[config.mk]
export PLATFORM = sky130hd
export DESIGN_NAME = fdp_cfg
export DESIGN_NICKNAME = d
export VERILOG_FILES = /design/src/rtl/fdp_pkg.sv /design/src/rtl/fdp_cfg.sv
export SDC_FILE = /design/constraint.sdc
export NUM_CORES = 1
export LEC_CHECK = 0
export BUFFER_PORTS_ARGS = -buffer_cell sky130_fd_sc_hd__buf_2
export CAP_MARGIN = 20
export CORE_MARGIN = 5
export CORE_UTILIZATION = 60
export DETAILED_ROUTE_END_ITERATION = 8
export PLACE_DENSITY = 0.8
export SETUP_SLACK_MARGIN = 0.4
export SKIP_CTS_REPAIR_TIMING = 1
export SYNTH_ARGS = -nofsm -noshare
export SYNTH_HDL_FRONTEND = slang
export SYNTH_SLANG_ARGS = --single-unit
export TNS_END_PERCENT = 30
[constraint.sdc]
create_clock -name clk -period 7.6 [get_ports clk]
set_input_delay 1.14 -clock clk [delete_from_list [all_inputs] [get_ports clk]]
set_output_delay 1.14 -clock clk [all_outputs]
set_load 0.05 [all_outputs]
[src/rtl/fdp_pkg.sv]
// ----------------------------------------------------------------------------
// fdp_pkg: shared widths, types and codes of the feathered disc painter
// Holds the field widths, the register codes and the records that travel
// between the configuration block, the distance stages and the ramp steps.
// ----------------------------------------------------------------------------
`timescale 1ns / 1ps

package fdp_pkg;

	// Largest image side; sets the coordinate width.
	localparam int MAX_DIM = 1024;
	localparam int COORD_W = $clog2(MAX_DIM);
	localparam int PIX_W   = 8;
	localparam int CFG_W   = 12;

	// Signed column and row offsets from the centre, and their squares.
	localparam int DX_W  = (COORD_W >= CFG_W) ? COORD_W + 2 : CFG_W + 1;
	localparam int SQ1_W = 2 * DX_W - 2;
	localparam int D2_W  = SQ1_W + 1;

	// Effective outer radius may reach 4096, one bit above the register.
	localparam int RAD_W   = CFG_W + 1;
	localparam int R1SQ_W  = 2 * CFG_W;
	localparam int R2SQ_W  = 2 * RAD_W - 1;
	localparam int CMP_W   = (D2_W > R2SQ_W) ? D2_W : R2SQ_W;

	// Ramp search: 255*R fits BASE_W bits, remainders are signed T_W bits.
	localparam int RAMP_BITS = PIX_W;
	localparam int BASE_W    = RAD_W + PIX_W - 1;
	localparam int T_W       = BASE_W + 1;
	localparam int SQ_W      = 2 * BASE_W;
	localparam int SCALE_W   = 2 * PIX_W;
	localparam int K_W       = D2_W + SCALE_W;
	localparam int KC_W      = (K_W > SQ_W) ? K_W : SQ_W;

	localparam logic [PIX_W-1:0]   PIX_MAX  = '1;
	localparam logic [SCALE_W-1:0] SCALE_SQ = SCALE_W'(PIX_MAX) * SCALE_W'(PIX_MAX);

	// Request word on the input stream, padded to whole bytes.
	localparam int TDATA_IN_W = ((2 * COORD_W + PIX_W + 7) / 8) * 8;

	typedef enum logic [1:0] {
		REG_CENTER_COL   = 2'd0,
		REG_CENTER_ROW   = 2'd1,
		REG_INNER_RADIUS = 2'd2,
		REG_OUTER_RADIUS = 2'd3
	} reg_idx_t;

	// Configuration as the datapath sees it, with derived terms.
	typedef struct packed {
		logic signed [CFG_W-1:0] center_col;
		logic signed [CFG_W-1:0] center_row;
		logic [R1SQ_W-1:0]       r1sq;
		logic [R2SQ_W-1:0]       r2sq;
		logic [BASE_W-1:0]       base;
		logic [RAD_W-1:0]        span;
	} cfg_t;

	// One pixel on its way through the ramp search.
	typedef struct packed {
		logic                  core;
		logic                  band;
		logic [PIX_W-1:0]      pix;
		logic [K_W-1:0]        k;
		logic signed [T_W-1:0] tc;
		logic [BASE_W-1:0]     tv;
		logic [RAMP_BITS-1:0]  v;
	} ramp_t;

endpackage

[src/rtl/fdp_cfg.sv]
// ----------------------------------------------------------------------------
// fdp_cfg: configuration registers
// Holds the four registers and derives the effective outer radius, the ramp
// span, both squared radii and 255 times the outer radius.
// ----------------------------------------------------------------------------
`timescale 1ns / 1ps

module fdp_cfg
	import fdp_pkg::*;
(
	input  logic                         clk,
	input  logic                         arst_n,
	input  logic                         wen,
	input  logic [$bits(reg_idx_t)-1:0]  index,
	input  logic [CFG_W-1:0]             wdata,
	output cfg_t                         cfg
);

	logic signed [CFG_W-1:0] cc_q;
	logic signed [CFG_W-1:0] cr_q;
	logic [CFG_W-1:0]        inner_q;
	logic [CFG_W-1:0]        outer_q;

	logic [CFG_W-1:0]  r1_q;
	logic [RAD_W-1:0]  r2e_q;
	logic [RAD_W-1:0]  span_q;
	logic [R1SQ_W-1:0] r1sq_q;
	logic [R2SQ_W-1:0] r2sq_q;
	logic [BASE_W-1:0] base_q;

	logic [RAD_W-1:0] r2e_c;
	logic [RAD_W-1:0] span_c;

	always_ff @(posedge clk or negedge arst_n) begin
		if (!arst_n) begin
			cc_q    <= '0;
			cr_q    <= '0;
			inner_q <= '0;
			outer_q <= CFG_W'(1);
		end else if (wen) begin
			case (reg_idx_t'(index))
				REG_CENTER_COL:   cc_q    <= wdata;
				REG_CENTER_ROW:   cr_q    <= wdata;
				REG_INNER_RADIUS: inner_q <= wdata;
				REG_OUTER_RADIUS: outer_q <= wdata;
				default: ;
			endcase
		end
	end

	// Raise the outer radius to inner + 1 when it is not larger.
	always_comb begin
		r2e_c  = (outer_q <= inner_q) ? RAD_W'(inner_q) + RAD_W'(1) : RAD_W'(outer_q);
		span_c = r2e_c - RAD_W'(inner_q);
	end

	always_ff @(posedge clk or negedge arst_n) begin
		if (!arst_n) begin
			r1_q   <= '0;
			r2e_q  <= RAD_W'(1);
			span_q <= RAD_W'(1);
			r1sq_q <= '0;
			r2sq_q <= R2SQ_W'(1);
			base_q <= BASE_W'(PIX_MAX);
		end else begin
			r1_q   <= inner_q;
			r2e_q  <= r2e_c;
			span_q <= span_c;
			r1sq_q <= R1SQ_W'(r1_q) * R1SQ_W'(r1_q);
			r2sq_q <= R2SQ_W'(r2e_q) * R2SQ_W'(r2e_q);
			base_q <= BASE_W'(r2e_q) * BASE_W'(PIX_MAX);
		end
	end

	assign cfg.center_col = cc_q;
	assign cfg.center_row = cr_q;
	assign cfg.r1sq       = r1sq_q;
	assign cfg.r2sq       = r2sq_q;
	assign cfg.base       = base_q;
	assign cfg.span       = span_q;

endmodule

==> flow_metrics.env <==
export IMPL_grt_pass1_wl_um=58430
export IMPL_slew_violations=0
export IMPL_gp_congestion=0.8537
export IMPL_h_tree_depth=4
export IMPL_viasPerCell=5.332
export IMPL_wl_per_cell_um=15.64
export IMPL_synth_cells=1631
export IMPL_layout_drive_gt1_share=0.1296
export IMPL_ys_flop_type="dfrtp_1"
export IMPL_cap_violations=0
export IMPL_start_util=0.6119
export IMPL_antenna_found_initial=0
export IMPL_die_y_um=176.0
export IMPL_setup_slack_ps=1414
export IMPL_yosysSeqAreaShare=0.2309
export IMPL_drt_iter0_markers=609
export IMPL_synthesis_area_um2=16540
export IMPL_max_stage_delay_ps=730
export IMPL_cts_tree="yes"
export IMPL_yosysTopAreaCell="fa_1"
export IMPL_setup_violations=0
export IMPL_relSlewSlack=0.3806
export IMPL_rows=60
export IMPL_synth_top_area_share=0.2845
export IMPL_clock_skew_final_ps=11.34
export IMPL_ff_latch_area_um2=3817
export IMPL_worst_path_max_delay_cell="dfrtp_1"
export IMPL_clock_latency_ps=450
export IMPL_startpoint_type="register"
export IMPL_r2r_setup_slack_ps=1410
export IMPL_n_fill_cell=2008
export IMPL_tns_ps=0
export IMPL_synth_edff_count=0
export IMPL_grt_pass1_vias=12340
export IMPL_area_growth_syn_to_layout_pct=9.375
export IMPL_pin_count=123
export IMPL_critPathCaptureType="register"
export IMPL_numCtsBuffers=17
export IMPL_synth_seq_cells=152
export IMPL_avgSynthCellArea_um2=10.14
export IMPL_worstSetupPathType="reg2reg"
export IMPL_clockBufferDepth=2
export IMPL_rsz0062_at_grt="no"
export IMPL_path_cells="inv_1, nor2_1, inv_1, fa_1, inv_1, fa_1, fa_1, fa_1, inv_1, fa_1, inv_1, ha_1, a21o_1, a21oi_1, nand2_1, a211oi_1, a21oi_1, a32o_1, o41a_1, xor2_1"
export IMPL_cts_root_buf="clkbuf_16"
export IMPL_grt_max_degree=101
export IMPL_synth_distinct_cells=64
export IMPL_dp_slack_ps=1465
export IMPL_status="complete, no violations"
export IMPL_die_w_um=176.0
export IMPL_critPathMaxFanout=15
export IMPL_port_buffers=120
export IMPL_finalHoldViolCount=0
export IMPL_fp_coreArea_um2=27030
export IMPL_synth_warnings=0
export IMPL_multi_input_area_um2=11000
export IMPL_final_nets=2189
export IMPL_dieArea_um2=30980
export IMPL_tightest_slew_ps=929.1
export IMPL_ant_nets=0
export IMPL_wl_um=32740
export IMPL_dr_pass1_iters=5
export IMPL_cp_required_ps=7940
export IMPL_synthTopCellsByArea="fa_1, dfrtp_1, ha_1, inv_1, mux2_2"
export IMPL_dr_total_vias=11160
export IMPL_min_period_ps=6186
export IMPL_clkTransAtPathRegs_ps=80
export IMPL_grt_overflow=0
export IMPL_clock_sinks=152
export IMPL_hold_class="reg2reg"
export IMPL_fmax_mhz=161.6
export IMPL_drc_errors=0
export IMPL_async_flop_share=1.000
export IMPL_antennaDiodeCount=0
export IMPL_dpl_hpwl_um=26270
export IMPL_crit_arrival_ps=6520
export IMPL_period_share=0.8140
export IMPL_gr_usage_all_layers=0.2306
==> final timing paths <==
| check | start | endpoint | cells after the start |
|---|---|---|---|
| min in group asynchronous | arst_n | cc_q[10] | 1 |
| min reg2reg | inner_q[4] | r1_q[4] | 0 |
| max in group asynchronous | arst_n | r1sq_q[9] | 2 |
| min | inner_q[4] | r1_q[4] | 0 |
| max reg2reg | r2e_q[6] | r2sq_q[23] | 20 |
| max | r2e_q[6] | r2sq_q[23] | 20 |
==> cell usage after synthesis, drive strengths merged (3+ instances only) <==
library cell / instances
o21bai: 11
nand3: 8
nand4: 9
xnor2: 65
nor3b: 3
nand3b: 3
a21oi: 52
fa: 235
a21o: 30
o21a: 11
nor3: 9
o21ai: 31
nor2b: 14
and3: 8
and2: 48
or3: 3
ha: 198
a31oi: 4
nand2: 100
dfrtp: 141
buf: 8
or2: 5
nor2: 64
inv: 422
clkbuf: 26
nand2b: 5
xor2: 23
o211ai: 3
mux2: 52
dfstp: 11
==> per-layer routing <==
metal | up-vias | GRT usage | wire length, um | part of all wire
met4 | 0 | 0.06790 | 724 | 0.022
met2 | 250 | 0.3984 | 16330 | 0.50
met3 | 64 | 0.02848 | 1304 | 0.040
met1 | 5629 | 0.3089 | 14380 | 0.44
li1 | 5216 | - | - | -
met5 | - | 0 | 0 | 0
==> flip-flops by register name (all words and copies together), names as in the netlist <==
name,count
r1sq_q,23
r2sq_q,23
outer_q,12
r1_q,12
inner_q,12
cr_q,12
cc_q,12
r2e_q,13
base_q,20
span_q,13
==> metrics by stage <==
| stage | hold WS, ps | utilization | cell area, um2 | cells |
|---|---|---|---|---|
| detailed placement | 450.5 | 0.6456 | 17450 | 2061 |
| floorplan | 385.8 | - | 16540 | 1632 |
| CTS | 468.3 | 0.6692 | 18090 | 2093 |
| global route | 481.0 | 0.6692 | 18090 | 2093 |
| global placement | 450.9 | 0.6456 | 17450 | 2061 |
| finish | 479.9 | 0.6692 | 18090 | 2093 |
==> layout make-up <==
type	instances	area share
multi-input combinational	1024	0.6082
sequential	152	0.2111
inverter	422	0.08758
timing repair buffer	122	0.03438
tap	341	0.02359
clock buffer	17	0.02352
clock inverter	15	0.01169
==> critical path: cells and delay by family, from the launching register on <==
family	cells	cell delay, ps
adder cells (fa/ha/maj)	6	2980
flip-flops	1	730
XOR/XNOR	1	150
AND/OR/NAND/NOR	2	310
buffers and inverters	5	530
AO/OA/AOI/OAI	6	1390
==> cells in the final DEF, fill, tap and decap left out, types with 8 or more instances in the layout <==
cell type	count
o21ai_0	8
a21o_1	29
nand2_1	100
ha_1	198
inv_1	422
nand3_1	8
a21oi_1	51
buf_2	119
o21bai_1	11
nor2b_1	14
o21a_1	11
and3_1	8
fa_1	235
and2_1	48
nor3_1	9
mux2_2	51
dfstp_2	11
clkbuf_16	17
nor2_1	64
nand4_1	9
o21ai_1	23
xnor2_1	65
dfrtp_1	141
xor2_1	23
==> logic make-up (layout without fill, tap and decap cells) <==
logic type / count (synthesis) / count (layout) / share of synthesized area
AO/OA/AOI/OAI: 165 / 165 / 0.06583
adder cells (fa/ha/maj): 433 / 433 / 0.4343
flip-flops: 152 / 152 / 0.2309
other: 1 / 2 / 0.0002268
buffers and inverters: 456 / 576 / 0.1042
XOR/XNOR: 88 / 88 / 0.04661
AND/OR/NAND/NOR: 283 / 283 / 0.08195
multiplexers: 53 / 53 / 0.03602
Power is not shown: default switching activity piles up to over one toggle a cycle in this logic, so the estimate is an artifact.
