[src/rtl/fdp_pkg.sv]
// ----------------------------------------------------------------------------
// fdp_pkg: shared widths, types and codes of the feathered disc painter
// Holds the field widths, the register codes and the records that travel
// between the configuration block, the distance stages and the ramp steps.
// ----------------------------------------------------------------------------
`timescale 1ns / 1ps

package fdp_pkg;

	// Largest image side; sets the coordinate width.
	localparam int MAX_DIM = 1024;
	localparam int COORD_W = $clog2(MAX_DIM);
	localparam int PIX_W   = 8;
	localparam int CFG_W   = 12;

	// Signed column and row offsets from the centre, and their squares.
	localparam int DX_W  = (COORD_W >= CFG_W) ? COORD_W + 2 : CFG_W + 1;
	localparam int SQ1_W = 2 * DX_W - 2;
	localparam int D2_W  = SQ1_W + 1;

	// Effective outer radius may reach 4096, one bit above the register.
	localparam int RAD_W   = CFG_W + 1;
	localparam int R1SQ_W  = 2 * CFG_W;
	localparam int R2SQ_W  = 2 * RAD_W - 1;
	localparam int CMP_W   = (D2_W > R2SQ_W) ? D2_W : R2SQ_W;

	// Ramp search: 255*R fits BASE_W bits, remainders are signed T_W bits.
	localparam int RAMP_BITS = PIX_W;
	localparam int BASE_W    = RAD_W + PIX_W - 1;
	localparam int T_W       = BASE_W + 1;
	localparam int SQ_W      = 2 * BASE_W;
	localparam int SCALE_W   = 2 * PIX_W;
	localparam int K_W       = D2_W + SCALE_W;
	localparam int KC_W      = (K_W > SQ_W) ? K_W : SQ_W;

	localparam logic [PIX_W-1:0]   PIX_MAX  = '1;
	localparam logic [SCALE_W-1:0] SCALE_SQ = SCALE_W'(PIX_MAX) * SCALE_W'(PIX_MAX);

	// Request word on the input stream, padded to whole bytes.
	localparam int TDATA_IN_W = ((2 * COORD_W + PIX_W + 7) / 8) * 8;

	typedef enum logic [1:0] {
		REG_CENTER_COL   = 2'd0,
		REG_CENTER_ROW   = 2'd1,
		REG_INNER_RADIUS = 2'd2,
		REG_OUTER_RADIUS = 2'd3
	} reg_idx_t;

	// Configuration as the datapath sees it, with derived terms.
	typedef struct packed {
		logic signed [CFG_W-1:0] center_col;
		logic signed [CFG_W-1:0] center_row;
		logic [R1SQ_W-1:0]       r1sq;
		logic [R2SQ_W-1:0]       r2sq;
		logic [BASE_W-1:0]       base;
		logic [RAD_W-1:0]        span;
	} cfg_t;

	// One pixel on its way through the ramp search.
	typedef struct packed {
		logic                  core;
		logic                  band;
		logic [PIX_W-1:0]      pix;
		logic [K_W-1:0]        k;
		logic signed [T_W-1:0] tc;
		logic [BASE_W-1:0]     tv;
		logic [RAMP_BITS-1:0]  v;
	} ramp_t;

endpackage

[src/rtl/fdp_step.sv]
// ----------------------------------------------------------------------------
// fdp_step: one bit of the ramp search
// Square the candidate remainder, then keep or drop the candidate bit and
// form the remainder for the next lower bit.
// ----------------------------------------------------------------------------
`timescale 1ns / 1ps

module fdp_step
	import fdp_pkg::*;
(
	input  logic                 clk,
	input  logic                 arst_n,
	input  logic                 in_valid,
	output logic                 in_ready,
	input  ramp_t                in_data,
	input  logic [RAMP_BITS-1:0] bit_mask,
	input  logic [BASE_W-1:0]    span_next,
	output logic                 out_valid,
	input  logic                 out_ready,
	output ramp_t                out_data
);

	logic valid_s1, valid_s2;
	logic rdy1, rdy2;

	ramp_t            data_s1, data_s2;
	logic [SQ_W-1:0]  sq_s1;
	logic             neg_s1;

	logic [BASE_W-1:0]     mag_c;
	logic [SQ_W-1:0]       sq_c;
	logic                  take_c;
	logic signed [T_W-1:0] span_ext_c;
	logic signed [T_W-1:0] tc_keep_c;
	logic signed [T_W-1:0] tc_skip_c;

	assign rdy2     = !valid_s2 || out_ready;
	assign rdy1     = !valid_s1 || rdy2;
	assign in_ready = rdy1;

	always_ff @(posedge clk or negedge arst_n) begin
		if (!arst_n) begin
			valid_s1 <= 1'b0;
			valid_s2 <= 1'b0;
		end else begin
			if (rdy1) valid_s1 <= in_valid;
			if (rdy2) valid_s2 <= valid_s1;
		end
	end

	assign mag_c = in_data.tc[BASE_W-1:0];
	assign sq_c  = SQ_W'(mag_c) * SQ_W'(mag_c);

	// Keep the bit when the remainder is non-negative and its square covers
	// the scaled distance.
	always_comb begin
		take_c     = !neg_s1 && (KC_W'(sq_s1) >= KC_W'(data_s1.k));
		span_ext_c = $signed({1'b0, span_next});
		tc_keep_c  = data_s1.tc - span_ext_c;
		tc_skip_c  = $signed({1'b0, data_s1.tv}) - span_ext_c;
	end

	always_ff @(posedge clk) begin
		if (rdy1 && in_valid) begin
			data_s1 <= in_data;
			sq_s1   <= sq_c;
			neg_s1  <= in_data.tc[T_W-1];
		end
		if (rdy2 && valid_s1) begin
			data_s2.core <= data_s1.core;
			data_s2.band <= data_s1.band;
			data_s2.pix  <= data_s1.pix;
			data_s2.k    <= data_s1.k;
			data_s2.v    <= take_c ? (data_s1.v | bit_mask) : data_s1.v;
			data_s2.tv   <= take_c ? data_s1.tc[BASE_W-1:0] : data_s1.tv;
			data_s2.tc   <= take_c ? tc_keep_c : tc_skip_c;
		end
	end

	assign out_valid = valid_s2;
	assign out_data  = data_s2;

endmodule

[config.mk]
export PLATFORM = sky130hd
export DESIGN_NAME = fdp_step
export DESIGN_NICKNAME = d
export VERILOG_FILES = /design/src/rtl/fdp_pkg.sv /design/src/rtl/fdp_step.sv
export SDC_FILE = /design/constraint.sdc
export NUM_CORES = 1
export LEC_CHECK = 0
export BUFFER_PORTS_ARGS = -buffer_cell sky130_fd_sc_hd__buf_4
export CAP_MARGIN = 10
export CELL_PAD_IN_SITES_DETAIL_PLACEMENT = 0
export CELL_PAD_IN_SITES_GLOBAL_PLACEMENT = 1
export CORE_MARGIN = 2
export CORE_UTILIZATION = 49
export CTS_CLUSTER_SIZE = 8
export DETAILED_ROUTE_END_ITERATION = 10
export PLACE_DENSITY = 0.8
export SYNTH_ARGS = -nofsm -noshare
export SYNTH_HDL_FRONTEND = slang
export SYNTH_SLANG_ARGS = --single-unit
[constraint.sdc]
create_clock -name clk -period 4.95 [get_ports clk]
set_input_delay 0.2475 -clock clk [delete_from_list [all_inputs] [get_ports clk]]
set_output_delay 0.2475 -clock clk [all_outputs]
set_load 0.01 [all_outputs]
==> results of run 1 <==
state kept, by name, indices dropped and copies added, names as in the netlist:
signal and flops:
data_s1 100, out_data 100, sq_s1 38, out_valid 1
valid_s1 1
what timing repair did:
item / in CTS / in global routing
setup endpoints to repair: 29 / 29
pin swaps: 77 / 79
setup buffers: 14 / 16
hold buffers: 94 / 0
endpoints found under the hold margin: 95 / 0
gates cloned: 3 / 1
resized for setup: 111 / 99
Yosys cell counts (8+ instances only):
cell type / instances
nor3_1: 9
fa_1: 280
a31oi_1: 10
a21o_1: 65
nor2_1: 48
inv_1: 418
o21a_1: 12
nor2b_1: 11
edfxtp_1: 238
a21oi_1: 79
clkbuf_1: 57
ha_1: 232
o21ai_0: 42
xor2_1: 27
nand2b_1: 19
xnor2_1: 54
nand2_1: 213
nand3_1: 8
and2_1: 81
nand4_1: 16
worst max-delay path, cell delays in order:
cell	delay, ns
buf_12	0.12
buf_16	0.13
buf_4	0.13
and2_1	0.23
a31o_2	0.30
fa_1	0.51
inv_1	0.05
fa_1	0.48
inv_1	0.06
fa_1	0.51
fa_1	0.44
fa_2	0.56
fa_1	0.45
ha_4	0.31
nand4_1	0.16
nor3b_2	0.22
and4_1	0.19
nand3b_1	0.18
a32oi_2	0.16
o31ai_2	0.30
o221ai_1	0.19
xnor2_1	0.15
per-layer routing:
metal,part of all wire [%],up-vias,wire length (µm)
li1,-,7856,-
met1,40,8338,22900
met2,53,348,30400
met3,3.8,103,2200
met4,3.0,4,1730
met5,0.061,-,35
stage by stage:
step | hold WS, ns | util, % | TNS [ns] | instances | area, µm²
floorplan | -0.0481 | - | -25.98 | 2043 | 22800
global placement | 0.0298 | 59.5 | -34.71 | 3083 | 26900
detailed placement | 0.0328 | 59.5 | -36.42 | 3083 | 26900
CTS | 0.0106 | 65.2 | -14.42 | 3241 | 29500
global route | 0.0164 | 66.4 | -19.68 | 3257 | 30000
finish | 0.0244 | 66.4 | -15.41 | 3257 | 30000
cell type report:
| cell class | instances | share of cell area, % |
|---|---|---|
| repair buffers | 629 | 17.8 |
| clock inverters | 4 | 0.188 |
| well taps | 600 | 2.50 |
| flip-flops and latches | 240 | 24.0 |
| clock buffers | 45 | 3.18 |
| multi-input cells | 1321 | 47.2 |
| inverters | 418 | 5.23 |
final timing paths:
| kind | cells past startpoint | end |
|---|---|---|
| worst max-delay path | 22 | sq_s1[36] |
| worst min-delay path | 2 | data_s1[33] |
| worst max register to register | 10 | out_data[47] |
| worst min register to register | 0 | out_data[92] |
| max in group asynchronous | 2 | out_valid |
| min in group asynchronous | 2 | valid_s1 |
logic make-up after synthesis:
kind of cell	after synthesis
fa+ha+maj	512
simple gates	442
mux	9
xor+xnor	81
buf+inv	482
flops	240
compound gates	277
==> metrics.md, run 1 <==
| Metric | Value |
|---|---|
| Chip width | about 220 µm |
| RePlAce Congestion | 0.918 |
| Cells after synthesis | 2043 |
| Remaining DRCs | 0 |
| Num CTS Buffers | 36 |
| Max_cap viols | 0 |
| Root buf cell | clkbuf_16 |
| Remaining Overflow, GRT | 0 |
| Post-synth net total | about 2700 |
| Yosys warns | 0 |
| PortBufs | approximately 230 |
| Largest family of logic cells by synthesized area | adder cells |
| Yosys top cell area share | 32.0% |
| Clock sink total | 240 |
| Slew margin rel. | approximately 30% |
| Met2 Use GR | 44.6% |
| N_diodes | 0 |
| First-pass GRT wire length | roughly 91000 µm |
| Vias in the first global route | 18100 |
| Die area | 0.0473 mm² |
| Max Slew Vio Count | 0 |
| DRT Pass-1 Iters | 5 |
| Clock skew | 0.0183 ns |
| Post-synthesis compound-gate area fraction | 8.28% |
| Reg area | 0.00720 mm² |
| Min-delay src | in_data[33] |
| Seq cells post-synth | 240 |
| Multi-input gate area | approximately 0.014 mm² |
| DP Worst Slack | -1.60 ns |
| Vias | 16600 |
| Drt via density | a little over 5 |
| RSZ-0062 raised after global routing | true |
| Simple-gate area share of the yosys netlist | about a tenth |
| Worst Tran Pin Value | 1.05 ns |
| Proportion of layout cells with a drive suffix above 1 | 28.6% |
| Syn-to-layout area delta | 34.5% |
| Seq/Total Area, Yosys | around a third |
| Mux cell area share after synthesis | 0.437% |
| Primary FF master, synth | edfxtp_1 |
| Per-cell routed wire length | roughly 18 µm |
| # fillers | 3440 |
| Clock slew at reported path FFs | ~0.050 ns |
| Worst-path fanout max | 4 |
| Adder-cell share of the synthesized area | 38.1% |
| Number of distinct library cells after synthesis | 65 |
| Achievable Freq | about 0.17 GHz |
| Die height | roughly 220 µm |
| Cell Area, Synth | between 0.02 and 0.025 mm² |
| GRT busiest layer | met2 |
| Final hold violations | 0 |
| IO Pins | 234 |
| CP startpoint kind | input port |
| Initial DRC Count | 710 |
| Antenna violations before repair | 2 |
| Met1 Resource Use GR | between 30% and 40% |
| Commonest cells after routing, fill and taps aside | buf_4, inv_1, fa_1 |
| Met3 Resource Use GR | a little over 3% |
| Cell row count | approximately 80 |
| FFs w/ async S/R, synth | 0.833% |
| Core area | 0.0452 mm² |
| CTS H-tree depth | 2 |
| Final setup viols | 26 |
| Largest net degree at the start of global routing | approximately 140 |
| Critical path type | in -> reg |
| Final ANT Viol Nets | 0 |
| EDFF count, synth | roughly 240 |
| DPL Wire Length | 44600 µm |
| Initial Utilization | 49.4% |
| Worst R2R Start | data_s1[59] |
| Nets | around 3300 |
| R2R setup slack | 1.25 ns |
| Leading cell type in the layout, fill and taps excluded | buf_4 |
| Tmin final | 5.82 ns |
| Failing checks | setup timing |
| Tcrit/Tclk final | 118% |
| Syn avg cell area | 10.9 µm² |
| Top post-synthesis cells by area | edfxtp_1, fa_1, ha_1, inv_1, nand2_1 |
| CTS tree | yes |
| Total global-route track usage | about a quarter |
| Outcome | finished with violations |
| Crit. End Element | register |
| Worst-Skew Late Latency | 0.54 ns |
| Final worst slack | -0.871 ns |
| Area leader, netlist | edfxtp_1 |
| Clock Path Buffers | 3 |
| Critical Path AT | 6.11 ns |
| Class of the worst hold path | in -> reg |
| Post-Route WL | 57300 µm |
| WP data required | 5.24 ns |
| Synth Area in XOR/XNOR | 3.18% |
| Worst setup path startpoint | in_data[35] |
Power of run 1 is not shown: default switching activity piles up to over one toggle a cycle in this logic, so the estimate is an artifact.
==> run 2, diff against run 1 <==
ABC_AREA = 1   (was default)
CORE_MARGIN = default   (was 2)
CORE_UTILIZATION = 47   (was 49)
PLACE_DENSITY = 0.79   (was 0.8)
==> run 2 against run 1 <==
Compared with the run above:
- area after synthesis up 6.2%
- design area is 7.4% higher
- utilization down 1.1 points
- the flow still finishes with violations (setup timing)
- final cell count grew 21%
==> metrics.md, run 2 <==
| Metric | Value |
|---|---|
| R2R setup slack | about 2.2 ns |
| Max Slew Vio Count | 0 |
| Cell row count | 81 |
| Outcome | finished with violations |
| RSZ-0062 raised after global routing | true |
| EDFF count, synth | around 240 |
| Remaining Overflow, GRT | 0 |
| Yosys warns | 0 |
| Clock skew | 0.0164 ns |
| Nets | 3892 |
| Most frequent cells after synthesis | nand2_1, inv_1, fa_1 |
| Critical path type | in -> reg |
| N_diodes | 0 |
| Initial DRC Count | around 1000 |
| Family with the most delay on the worst path | adder cells |
| Top post-synthesis cells by area | edfxtp_1, fa_1, ha_1, nand2_1, inv_1 |
| Die height | 227 µm |
| Clock Path Buffers | 3 |
| IO Pins | 234 |
| Core area | 0.0494 mm² |
| Antenna violations before repair | 0 |
| Buf/Inv on CP | 5 |
| Achievable Freq | 0.187 GHz |
| CTS tree | yes |
| Critical Path AT | 5.64 ns |
| Vias | 19400 |
| RePlAce Congestion | 0.903 |
| DRT Pass-1 Iters | 7 |
| Multi-input gate area | 0.0154 mm² |
| Root buf cell | clkbuf_16 |
| Proportion of layout cells with a drive suffix above 1 | 26.3% |
| Post-synth net total | 3278 |
| Number of distinct library cells after synthesis | 36 |
| Total global-route track usage | between 20% and 30% |
| Vias in the first global route | between 20000 and 25000 |
| Tmin final | 5.35 ns |
| Leading cell type in the layout, fill and taps excluded | nand2_1 |
| Worst Tran Pin Value | ~1.2 ns |
| Clock sink total | 240 |
| Final hold violations | 0 |
| Largest net degree at the start of global routing | 103 |
| Seq/Total Area, Yosys | slightly above 30% |
| Final setup viols | 26 |
| Per-cell routed wire length | 16.8 µm |
| # fillers | 3964 |
| CTS H-tree depth | 2 |
| Worst-Skew Late Latency | 0.54 ns |
| CP startpoint kind | input port |
| Crit path top cell by count | fa_1 |
| Crit-path max cell delay | 0.58 ns |
| Slowest cell on crit path | fa_1 |
| Slew margin rel. | 19.4% |
| Worst-path fanout max | 4 |
| Class of the worst hold path | in -> reg |
| Failing checks | setup timing |
| First-pass GRT wire length | 106000 µm |
| Clock slew at reported path FFs | 0.05 ns |
| Final worst slack | -0.404 ns |
| Syn-to-layout area delta | 36.0% |
| FFs w/ async S/R, synth | 0.833% |
| Reg area | about 0.0072 mm² |
| Remaining DRCs | 0 |
| Commonest cells after routing, fill and taps aside | nand2_1, inv_1, buf_4 |
| Drt via density | a little under 5 |
| Primary FF master, synth | edfxtp_1 |
| Seq cells post-synth | 240 |
| Crit. End Element | register |
| Area leader, netlist | edfxtp_1 |
| Tcrit/Tclk final | 108% |
| Final Util | 65.3% |
| Top-count cell post-synth | nand2_1 |
| Post-Route WL | 66200 µm |
| Initial Utilization | roughly 48% |
| WP data required | 5.24 ns |
| Final ANT Viol Nets | 0 |
| Cells after synthesis | between 2000 and 3000 |
| Num CTS Buffers | 37 |
| DPL Wire Length | 52300 µm |
| Max_cap viols | 0 |
| Die area | 0.0513 mm² |
| Chip width | 227 µm |
| Cell Area, Synth | 0.0237 mm² |
| Critical Path, Cell by Cell | buf_12, buf_4, buf_4, nand2_1, fa_1, fa_1, fa_1, inv_1, fa_1, fa_1, fa_1, fa_2, ha_4, nand2_8, nor2_4, nand2_2, inv_2, nand4_1, nand3_2, nand2_2, nand3_2, nand2_2 |
| Syn avg cell area | 9.00 µm² |
| Yosys top cell area share | 30.1% |
| PortBufs | between 200 and 250 |
run 2: changes by cell type in the layout (fill, tap and decap cells not counted), sizes merged, moves of 7 or more:
cell / delta
nor2: +84
nand2b: -18
a31oi: -9
or3: -7
inv: +196
xnor2: -40
and2: -82
a21o: -56
xor2: +22
a21oi: +25
nor2b: -11
a211o: -7
nand3: +118
nand2: +452
run 2: kinds of logic (layout without fill, tap and decap cells):
group | after synthesis | after routing | synth area share, %
simple gates | 969 | 969 | 16.5
buf+inv | 669 | 1298 | 10.7
fa+ha+maj | 512 | 512 | 35.9
flops | 240 | 240 | 30.4
compound gates | 180 | 180 | 4.16
xor+xnor | 63 | 63 | 2.33
mux | 1 | 1 | 0.0475
run 2: cell type report:
cell class / instances / share of cell area, %
flip-flops and latches: 240 / 22.3
clock buffers: 48 / 3.07
repair buffers: 631 / 16.8
clock inverters: 6 / 0.260
well taps: 664 / 2.58
inverters: 613 / 7.16
multi-input cells: 1725 / 47.8
run 2: worst register-to-register path, delay by kind of cell (launching register included):
| family | cells | cell delay, ns |
|---|---|---|
| DFF | 1 | 0.34 |
| adders and majority gates | 1 | 0.30 |
| and+or+nand+nor | 8 | 1.41 |
| buffers and inverters | 2 | 0.55 |
run 2: metal layers:
layer / GRT usage [%] / vias to the layer above / share of wire [%]
met5: 0 / - / 0
met4: 7.39 / 0 / 2.2
met3: 3.10 / 86 / 4.5
met2: 45.7 / 440 / 49
met1: 35.9 / 9549 / 44
li1: - / 9358 / -
run 2: path summary, 6_finish.rpt:
path | start | depth (start not counted) | to
worst max-delay path | in_data[41] | 22 | sq_s1[36]
worst min-delay path | bit_mask[7] | 3 | out_data[7]
worst max register to register | data_s1[81] | 11 | out_data[45]
worst min register to register | data_s1[96] | 0 | out_data[96]
max in group asynchronous | arst_n | 2 | out_valid
min in group asynchronous | arst_n | 2 | valid_s1
run 2: through the flow:
stage          instance area (µm²)  instances  hold slack, ns  TNS [ns]  setup WS [ns]
6_report                     32200       3927          0.0248     -7.41         -0.404
5_1_grt                      32200       3927          0.0224    -11.98         -0.554
4_1_cts                      31600       3903         0.00278     -5.13         -0.293
3_5_place_dp                 28400       3729          0.0323    -28.99          -1.17
3_3_place_gp                 28400       3729          0.0304    -28.75          -1.19
2_1_floorplan                24400       2634         -0.0481    -11.54         -0.502
run 2: what timing repair did:
item | 4_1_cts | 5_1_grt
setup buffers | 29 | 25
pin swaps | 112 | 110
gates cloned | 1 | 0
hold endpoints to repair | 91 | 0
endpoints found under the setup margin | 31 | 31
hold buffers | 90 | 0
resized for setup | 221 | 120
Power of run 2 is left out for the same reason.
