`config.mk`:
```
export PLATFORM = sky130hd
export DESIGN_NAME = fdp_dist
export DESIGN_NICKNAME = d
export VERILOG_FILES = /design/src/rtl/fdp_pkg.sv /design/src/rtl/fdp_dist.sv
export SDC_FILE = /design/constraint.sdc
export NUM_CORES = 1
export LEC_CHECK = 0
export BUFFER_PORTS_ARGS = -buffer_cell sky130_fd_sc_hd__buf_2
export CORE_MARGIN = 2
export CORE_UTILIZATION = 44
export DETAILED_ROUTE_END_ITERATION = 6
export GPL_ROUTABILITY_DRIVEN = 0
export PLACE_DENSITY = 0.58
export SLEW_MARGIN = 20
export SYNTH_ARGS = -nofsm -noshare
export SYNTH_HDL_FRONTEND = slang
export SYNTH_SLANG_ARGS = --single-unit
export TNS_END_PERCENT = 50
```
`constraint.sdc`:
```
create_clock -name clk -period 12.3 [get_ports clk]
set_input_delay 1.845 -clock clk [delete_from_list [all_inputs] [get_ports clk]]
set_output_delay 1.845 -clock clk [all_outputs]
set_load 0.01 [all_outputs]
```
`src/rtl/fdp_pkg.sv`:
```
// ----------------------------------------------------------------------------
// fdp_pkg: shared widths, types and codes of the feathered disc painter
// Holds the field widths, the register codes and the records that travel
// between the configuration block, the distance stages and the ramp steps.
// ----------------------------------------------------------------------------
`timescale 1ns / 1ps

package fdp_pkg;

	// Largest image side; sets the coordinate width.
	localparam int MAX_DIM = 1024;
	localparam int COORD_W = $clog2(MAX_DIM);
	localparam int PIX_W   = 8;
	localparam int CFG_W   = 12;

	// Signed column and row offsets from the centre, and their squares.
	localparam int DX_W  = (COORD_W >= CFG_W) ? COORD_W + 2 : CFG_W + 1;
	localparam int SQ1_W = 2 * DX_W - 2;
	localparam int D2_W  = SQ1_W + 1;

	// Effective outer radius may reach 4096, one bit above the register.
	localparam int RAD_W   = CFG_W + 1;
	localparam int R1SQ_W  = 2 * CFG_W;
	localparam int R2SQ_W  = 2 * RAD_W - 1;
	localparam int CMP_W   = (D2_W > R2SQ_W) ? D2_W : R2SQ_W;

	// Ramp search: 255*R fits BASE_W bits, remainders are signed T_W bits.
	localparam int RAMP_BITS = PIX_W;
	localparam int BASE_W    = RAD_W + PIX_W - 1;
	localparam int T_W       = BASE_W + 1;
	localparam int SQ_W      = 2 * BASE_W;
	localparam int SCALE_W   = 2 * PIX_W;
	localparam int K_W       = D2_W + SCALE_W;
	localparam int KC_W      = (K_W > SQ_W) ? K_W : SQ_W;

	localparam logic [PIX_W-1:0]   PIX_MAX  = '1;
	localparam logic [SCALE_W-1:0] SCALE_SQ = SCALE_W'(PIX_MAX) * SCALE_W'(PIX_MAX);

	// Request word on the input stream, padded to whole bytes.
	localparam int TDATA_IN_W = ((2 * COORD_W + PIX_W + 7) / 8) * 8;

	typedef enum logic [1:0] {
		REG_CENTER_COL   = 2'd0,
		REG_CENTER_ROW   = 2'd1,
		REG_INNER_RADIUS = 2'd2,
		REG_OUTER_RADIUS = 2'd3
	} reg_idx_t;

	// Configuration as the datapath sees it, with derived terms.
	typedef struct packed {
		logic signed [CFG_W-1:0] center_col;
		logic signed [CFG_W-1:0] center_row;
		logic [R1SQ_W-1:0]       r1sq;
		logic [R2SQ_W-1:0]       r2sq;
		logic [BASE_W-1:0]       base;
		logic [RAD_W-1:0]        span;
	} cfg_t;

	// One pixel on its way through the ramp search.
	typedef struct packed {
		logic                  core;
		logic                  band;
		logic [PIX_W-1:0]      pix;
		logic [K_W-1:0]        k;
		logic signed [T_W-1:0] tc;
		logic [BASE_W-1:0]     tv;
		logic [RAMP_BITS-1:0]  v;
	} ramp_t;

endpackage

```
`src/rtl/fdp_dist.sv`:
```
// ----------------------------------------------------------------------------
// fdp_dist: squared distance and classification stages
// Four stages: offsets, squares, sum, then core/band flags, the scaled
// distance 65025*d2 and the first candidate of the ramp search.
// ----------------------------------------------------------------------------
`timescale 1ns / 1ps

module fdp_dist
	import fdp_pkg::*;
(
	input  logic               clk,
	input  logic               arst_n,
	input  logic               in_valid,
	output logic               in_ready,
	input  logic [COORD_W-1:0] col,
	input  logic [COORD_W-1:0] row,
	input  logic [PIX_W-1:0]   pix,
	input  cfg_t               cfg,
	output logic               out_valid,
	input  logic               out_ready,
	output ramp_t              out_data
);

	logic valid_s1, valid_s2, valid_s3, valid_s4;
	logic rdy1, rdy2, rdy3, rdy4;

	logic signed [DX_W-1:0] dx_s1, dy_s1;
	logic [PIX_W-1:0]       pix_s1, pix_s2, pix_s3;
	logic [SQ1_W-1:0]       dxsq_s2, dysq_s2;
	logic [D2_W-1:0]        d2_s3;
	ramp_t                  data_s4;

	logic signed [2*DX_W-1:0] dxsq_c, dysq_c;
	logic [BASE_W-1:0]        span_top_c;

	assign rdy4     = !valid_s4 || out_ready;
	assign rdy3     = !valid_s3 || rdy4;
	assign rdy2     = !valid_s2 || rdy3;
	assign rdy1     = !valid_s1 || rdy2;
	assign in_ready = rdy1;

	always_ff @(posedge clk or negedge arst_n) begin
		if (!arst_n) begin
			valid_s1 <= 1'b0;
			valid_s2 <= 1'b0;
			valid_s3 <= 1'b0;
			valid_s4 <= 1'b0;
		end else begin
			if (rdy1) valid_s1 <= in_valid;
			if (rdy2) valid_s2 <= valid_s1;
			if (rdy3) valid_s3 <= valid_s2;
			if (rdy4) valid_s4 <= valid_s3;
		end
	end

	assign dxsq_c     = dx_s1 * dx_s1;
	assign dysq_c     = dy_s1 * dy_s1;
	assign span_top_c = BASE_W'(cfg.span) << (RAMP_BITS - 1);

	always_ff @(posedge clk) begin
		if (rdy1 && in_valid) begin
			dx_s1  <= DX_W'(col) - DX_W'(cfg.center_col);
			dy_s1  <= DX_W'(row) - DX_W'(cfg.center_row);
			pix_s1 <= pix;
		end
		if (rdy2 && valid_s1) begin
			dxsq_s2 <= dxsq_c[SQ1_W-1:0];
			dysq_s2 <= dysq_c[SQ1_W-1:0];
			pix_s2  <= pix_s1;
		end
		if (rdy3 && valid_s2) begin
			d2_s3  <= D2_W'(dxsq_s2) + D2_W'(dysq_s2);
			pix_s3 <= pix_s2;
		end
		if (rdy4 && valid_s3) begin
			data_s4.core <= CMP_W'(d2_s3) <= CMP_W'(cfg.r1sq);
			data_s4.band <= CMP_W'(d2_s3) <= CMP_W'(cfg.r2sq);
			data_s4.pix  <= pix_s3;
			data_s4.k    <= K_W'(d2_s3) * K_W'(SCALE_SQ);
			data_s4.tc   <= $signed({1'b0, cfg.base}) - $signed({1'b0, span_top_c});
			data_s4.tv   <= cfg.base;
			data_s4.v    <= '0;
		end
	end

	assign out_valid = valid_s4;
	assign out_data  = data_s4;

endmodule

```
==> reports/qor.txt, run 1 <==
Status: complete, no violations
Fin cells: 3440
Dominant synthesized flop cell: edfxtp_1
Post-CTS Setup Inserts: 0
First drt pass iteration count: 5
Worst endpoint required time: 12.61 ns
Ports: 240
Die span in y: 246 um
Area Growth Syn to Fin: 11.4%
Highest clock rate: 155 MHz
CTS tree: built
CTS Hold Bufs: 0
CTS Buf Count: 28
H-tree Lvls: 1
Die Area: 60500 um2
Worst-margin pin slew: 0.871 ns
Sequential area share after synthesis: 24.4%
Synth Area per Inst: 10.6 um2
Cts repair resizes: 0
Yosys reg bits: 210
Worst-skew pair later-pin latency: 0.57 ns
Nets@finish: 3526
Final routed DRC violation total: 0
Worst hold margin: 0.417 ns
Worst-case clock skew: 0.0264 ns
Synth Cell Area: 25800 um2
Clk slew on worst S/H paths: 0.06 ns
Row cnt: 88
Core Box Area: 57800 um2
Vias/cell: 4.85
Share of layout cells above drive strength 1: 11.4%
Global-route wire length before repair: 88.4 mm
Post-synth EDFFs: 206
Final WL: 53.9 mm
Die width: 246 um
Drt wl/cell: 15.7 um
Min Tclk post-route: 6.46 ns
Mapped Cells: 2426
Port Buffers: 231
Final Max Slew Viols: 0
Fillers: 5288
CP Class: register to register
Final core utilization: 49.7%
Final hold vios: 0
Global route overflow: 0
Vias: 16689
Final worst path period share: 52.5%
Critical Path Sink Type: register
Class of the worst hold path: register to register
DR iter-0 viols: 638
Vias in the first global route: 17947
Post-synth cell types: 69
Gr usage total: 18.1%
Number of antenna-violating nets in the routed design: 0
Ant. Diodes: 0
Synth Warn #: 0
Post-detail-place hpwl: 45.8 mm
Critical path peak fanout: 7
Slew HR: 40.4%
Startpoint Class: register
Setup-failing EPs final: 0
RSZ-0062 raised after global routing: false
Initial antenna violation count: 0
Root Driver: clkbuf_16
Setup tns final: 0 ns
Async SR Flop Fraction: 1.90%
Inst Count DP: 3388
Max clock buf depth: 3
Crit path DAT: 6.77 ns
TritonCTS Sinks: 210
Initial Util: 44.6%
Max cap viols: 0
Largest net degree at the start of global routing: 56
[path summary, 6_finish.rpt]
check	slack (ns)	from	depth (start not counted)	to
setup / recovery	5.84	d2_s3[7]	18	out_data[80]
hold / removal	0.42	pix_s2[6]	0	pix_s3[6]
setup reg to reg	5.84	d2_s3[7]	18	out_data[80]
hold reg to reg	0.42	pix_s2[6]	0	pix_s3[6]
max in group asynchronous	11.11	arst_n	1	valid_s3
min in group asynchronous	1.07	arst_n	1	valid_s2
[layout by cell type (no fill, tap or decap), types with 20 or more instances in the layout]
cell       instances
xnor2_1           99
nor2_1           109
edfxtp_1         206
fa_1             377
clkbuf_16         28
nand2b_1          20
buf_2            231
a21o_1            38
o21a_1            22
nand2_1          163
a21oi_1           64
nand3_1           26
and2_1            34
inv_1            588
xor2_1            28
nor2b_1           33
o21ai_0           49
ha_1             358
[cell type report]
| type | count | area (um2) | share of cell area (%) |
|---|---|---|---|
| Tap cell | 765 | 957 | 3.33 |
| Sequential cell | 210 | 6290 | 21.9 |
| Clock buffer | 31 | 732 | 2.55 |
| Inverter | 588 | 2210 | 7.68 |
| Multi-Input combinational cell | 1590 | 17100 | 59.5 |
| Clock inverter | 21 | 253 | 0.880 |
| Timing Repair Buffer | 235 | 1190 | 4.13 |
[cell usage after synthesis, drive strengths merged, types with 6 or more instances]
cell type    n  area share, %
ha         358             17
nor3        19           0.37
clkbuf      29           0.42
xor2        28           0.95
nor2b       34           0.82
or2         10           0.24
a2111oi      6           0.25
nand4       11           0.27
a21oi       64            1.2
xnor2       99            3.4
o21bai       9           0.26
a31oi        7           0.17
nand2b      20           0.49
inv        588            8.6
a21boi      13           0.38
a21o        38            1.1
o21ai       51           0.99
and2        35           0.85
o21a        22           0.64
nand2      163            2.4
nand3       26           0.50
edfxtp     206             24
nor2       110            1.6
and3         9           0.22
buf         16           0.45
a211oi      16           0.47
fa         377             29
[state kept, by name (all words and copies together), names as in the netlist]
| register | count |
|---|---|
| d2_s3 | 25 |
| pix_s2 | 8 |
| out_valid | 1 |
| pix_s1 | 8 |
| out_data | 85 |
| pix_s3 | 8 |
| dx_s1 | 13 |
| valid_s1 | 1 |
| valid_s2 | 1 |
| dxsq_s2 | 23 |
| dy_s1 | 13 |
| dysq_s2 | 23 |
| valid_s3 | 1 |
[layer usage]
layer / routed length [um] / global-route usage [%] / part of all wire (%) / vias to the layer above
li1: - / - / - / 8190
met1: 24200 / 23.6 / 45 / 8132
met2: 26300 / 32.1 / 49 / 311
met3: 2340 / 2.43 / 4.3 / 56
met4: 1020 / 4.01 / 1.9 / 0
met5: 0 / 0 / 0 / -
[kinds of logic (layout without fill, tap and decap cells)]
family	count (synthesis)	after routing	share of synthesized area, %
AO/OA/AOI/OAI	263	263	6.80
XOR/XNOR	127	127	4.31
adder cells (fa/ha/maj)	735	735	46.6
buffers and inverters	633	875	9.43
flip-flops	210	210	24.4
multiplexers	6	6	0.243
other	1	8	0.0145
AND/OR/NAND/NOR	451	451	8.16
[metrics by stage]
stage	worst slack, ns	instance area (um2)
final	5.84	28700
after global routing	5.47	28700
after CTS	5.86	28700
after detailed placement	5.83	27700
after global placement	5.91	27700
after floorplan	6.06	25800
[critical path: stages, from the launching register on]
cell and delay (ns):
edfxtp_1 0.52, inv_1 0.14, fa_1 0.58, inv_1 0.08
fa_1 0.50, fa_1 0.51, fa_1 0.57, fa_1 0.43
ha_1 0.31, ha_1 0.40, a2111oi_0 0.36, o21ai_1 0.19
a2111oi_2 0.39, nor3b_1 0.16, o21ai_0 0.23, a21boi_1 0.14
o41ai_2 0.30, o221ai_1 0.23, xor2_1 0.17
Power of run 1 is left out: the tool's default activity adds up to more than one toggle a clock period on the data nets, which glitch-free logic cannot reach.
==> run 2, diff against run 1 <==
--- a/config.mk
+++ b/config.mk
@@ -5,12 +5,13 @@
 export SDC_FILE = /design/constraint.sdc
 export NUM_CORES = 1
 export LEC_CHECK = 0
+export ABC_AREA = 1
 export BUFFER_PORTS_ARGS = -buffer_cell sky130_fd_sc_hd__buf_2
 export CORE_MARGIN = 2
 export CORE_UTILIZATION = 44
 export DETAILED_ROUTE_END_ITERATION = 6
 export GPL_ROUTABILITY_DRIVEN = 0
-export PLACE_DENSITY = 0.58
+export PLACE_DENSITY = 0.6
 export SLEW_MARGIN = 20
 export SYNTH_ARGS = -nofsm -noshare
 export SYNTH_HDL_FRONTEND = slang
==> constraint.sdc (replaced) <==
create_clock -name clk -period 5.24 [get_ports clk]
set_input_delay 0.786 -clock clk [delete_from_list [all_inputs] [get_ports clk]]
set_output_delay 0.786 -clock clk [all_outputs]
set_load 0.01 [all_outputs]
==> reports/qor.txt, run 2 <==
Worst endpoint required time: 5.57 ns (-7.04 ns)
Yosys reg bits: 210 (unchanged)
Worst r2r dst: dxsq_s2[23]
Fillers: 5845 (+11%)
Crit-path max cell delay: 0.58 ns (about the same)
CP Class: register to register
Final WL: 66.3 mm (+23%)
Hold path depth: 1 (+1)
Die Area: 66100 um2 (+9.2%)
Synth Area per Inst: 8.86 um2 (-17%)
Dominant synthesized flop cell: edfxtp_1
Post-detail-place hpwl: 56.6 mm (+24%)
Reg2reg setup slack: 0.11 ns (-5.74 ns)
Critical Path Most Common Cell: fa_1
RSZ-0062 raised after global routing: true
Critical Path Sink Type: register
Family with the most delay on the worst path: adder cells
Register area: 6290 um2 (unchanged)
Max FFs per register: 85 (unchanged)
Max clock buf depth: 3 (unchanged)
Global route overflow: 0 (unchanged)
Ranking of synthesized cells by area: fa_1 (27%), edfxtp_1 (22%), ha_1 (16%), inv_1 (11%), nand2_1 (8.8%)
Sequential area share after synthesis: 22.3% (-2.1 points)
Initial antenna violation count: 0 (unchanged)
Vias in the first global route: 21857 (+22%)
CTS Buf Count: 27 (-3.6%)
Largest net degree at the start of global routing: 54 (-3.6%)
Class of the worst hold path: input port to register
Vias/cell: 4.74 (-2.3%)
Mapped Cells: 3180 (+31%)
Core Box Area: 63200 um2 (+9.3%)
Setup-failing EPs final: 0 (unchanged)
Worst-skew pair later-pin latency: 0.59 ns (+0.02 ns)
Top-area cell type share of the netlist area: 26.8% (-2.5 points)
Global-route wire length before repair: 108 mm (+22%)
TritonCTS Sinks: 210 (unchanged)
Top post-synthesis cells by count: inv_1 (795), nand2_1 (660), fa_1 (377), ha_1 (358), edfxtp_1 (206)
Final routed DRC violation total: 0 (unchanged)
Final Max Slew Viols: 0 (unchanged)
Die width: 257 um (+4.5%)
Die span in y: 257 um (+4.5%)
Nets@finish: 4479 (+27%)
Status: complete, no violations
Hold worst-path end: pix_s1[7]
Ant. Diodes: 0 (unchanged)
Reg2Reg Depth: 17 (-1)
First drt pass iteration count: 6 (+1)
Post-synth EDFFs: 206 (unchanged)
Ports: 240 (unchanged)
HP Start: pix[7]
Gr usage total: 20.2% (+2.1 points)
Crit path DAT: 5.46 ns (-1.31 ns)
Synth Warn #: 0 (unchanged)
Reg2Reg Launch Point: dx_s1[3]
Row cnt: 92 (+4.5%)
Area leader, netlist: fa_1
Worst-case clock skew: 0.0308 ns (+0.00443 ns)
CTS tree: built
H-tree Lvls: 1 (unchanged)
Slew HR: 49.8% (+9.4 points)
Most frequent cells in the layout: inv_1 (779), nand2_1 (638), fa_1 (368)
Vias: 21196 (+27%)
Async SR Flop Fraction: 1.90% (unchanged)
Port Buffers: 231 (unchanged)
Number of antenna-violating nets in the routed design: 0 (unchanged)
Clk slew on worst S/H paths: 0.06 ns (about the same)
Final hold vios: 0 (unchanged)
Cell Chain, Critical Path: nand2_2, fa_1, fa_1, inv_1, fa_1, fa_1, fa_1, fa_1, ha_4, nand2_1, nand2_2, a21oi_2, nand2_1, nand2_1, nand3_2, nand3_1, nand2_1
Drt wl/cell: 14.8 um (-5.4%)
Commonest non-fill, non-tap cell in the layout: inv_1
Root Driver: clkbuf_16
Critical path's slowest cell: fa_1
Max cap viols: 0 (unchanged)
Min Tclk post-route: 5.13 ns (-1.32 ns)
Worst hold margin: 0.364 ns (-0.0537 ns)
Area Growth Syn to Fin: 18.9%
Final worst path period share: 97.9% (+45 points)
Synth Cell Area: 28200 um2 (+9.3%)
Highest clock rate: 195 MHz (+26%)
Startpoint Class: register
Multi-input gate area: 19400 um2 (+13%)
Critical path peak fanout: 7 (unchanged)
Worst-margin pin slew: 0.743 ns (-0.128 ns)
Buf+Inv Stages, Crit Path: 1 (-1)
Post-synth cell types: 44 (-36%)
DR iter-0 viols: 902 (+41%)
Initial Util: 44.6% (about the same)
Count leader, synth: inv_1
Share of layout cells above drive strength 1: 18.1% (+6.7 points)
run 2: cell types whose count changed after synthesis, sizes merged, moves of 21 or more:
cell | before | now
nand4 | 11 | 32
nand2 | 163 | 680
a21o | 38 | 12
a21oi | 64 | 129
and2 | 35 | 3
nor2 | 110 | 176
xor2 | 28 | 73
xnor2 | 99 | 28
inv | 588 | 795
nor2b | 34 | 1
nand3 | 26 | 124
run 2: cell type report:
| class | count | area share (%) |
|---|---|---|
| inverters | 795 | 8.94 |
| repair buffers | 435 | 8.56 |
| multi-input cells | 2137 | 57.9 |
| clock inverters | 20 | 0.661 |
| clock buffers | 30 | 2.05 |
| well taps | 846 | 3.16 |
| flip-flops and latches | 210 | 18.8 |
run 2: repair_timing:
item	CTS	global route
hold buffers	1	0
setup endpoints to repair	3	41
resized for setup	2	153
pin swaps	0	43
setup buffers	3	51
endpoints found under the hold margin	4	0
run 2: metrics by stage:
step	util, %	setup WS (ns)	cells	TNS, ns	cell area, um2
floorplan	-	-0.00536	3187	-0.00727	28200
global placement	49.7	-0.0153	4368	-0.0153	31400
detailed placement	49.7	-0.00184	4368	-0.00184	31400
CTS	51.2	0.00298	4422	0	32400
global route	53.0	-0.0672	4473	-0.449	33500
finish	53.0	0.108	4473	0	33500
run 2: cell families (layout without fill, tap and decap cells):
family	Yosys count	count (layout)	share of synthesized area [%]
buffers and inverters	840	1280	11.4
adders and majority gates	735	735	42.7
muxes	1	1	0.0399
AOI/OAI and AO/OA	239	239	4.77
xor gates and xnor gates	101	101	3.14
DFF	210	210	22.3
and+or+nand+nor	1053	1053	15.7
other	1	8	0.0133
run 2: how the worst max path moves through the flow:
| stage | slack (ns) | to | cells past startpoint | startpoint |
|---|---|---|---|---|
| 2_1_floorplan | -0.005 | dxsq_s2[23] | 20 | dx_s1[12] |
| 3_3_place_gp | -0.02 | dysq_s2[22] | 19 | dy_s1[12] |
| 3_5_place_dp | -0.002 | dysq_s2[22] | 20 | dy_s1[12] |
| 4_1_cts | 0.003 | dysq_s2[22] | 19 | dy_s1[12] |
| 5_1_grt | -0.07 | dysq_s2[23] | 18 | dy_s1[10] |
| 6_report | 0.11 | dxsq_s2[23] | 17 | dx_s1[3] |
run 2: per-layer routing:
layer | track usage [%] | share of wire [%] | vias to the layer above
met3 | 2.03 | 3.7 | 79
met1 | 25.6 | 43 | 10053
met5 | 0 | 0 | -
met2 | 36.8 | 51 | 393
li1 | - | - | 10671
met4 | 4.94 | 2.6 | 0
Power of run 2 is left out for the same reason.
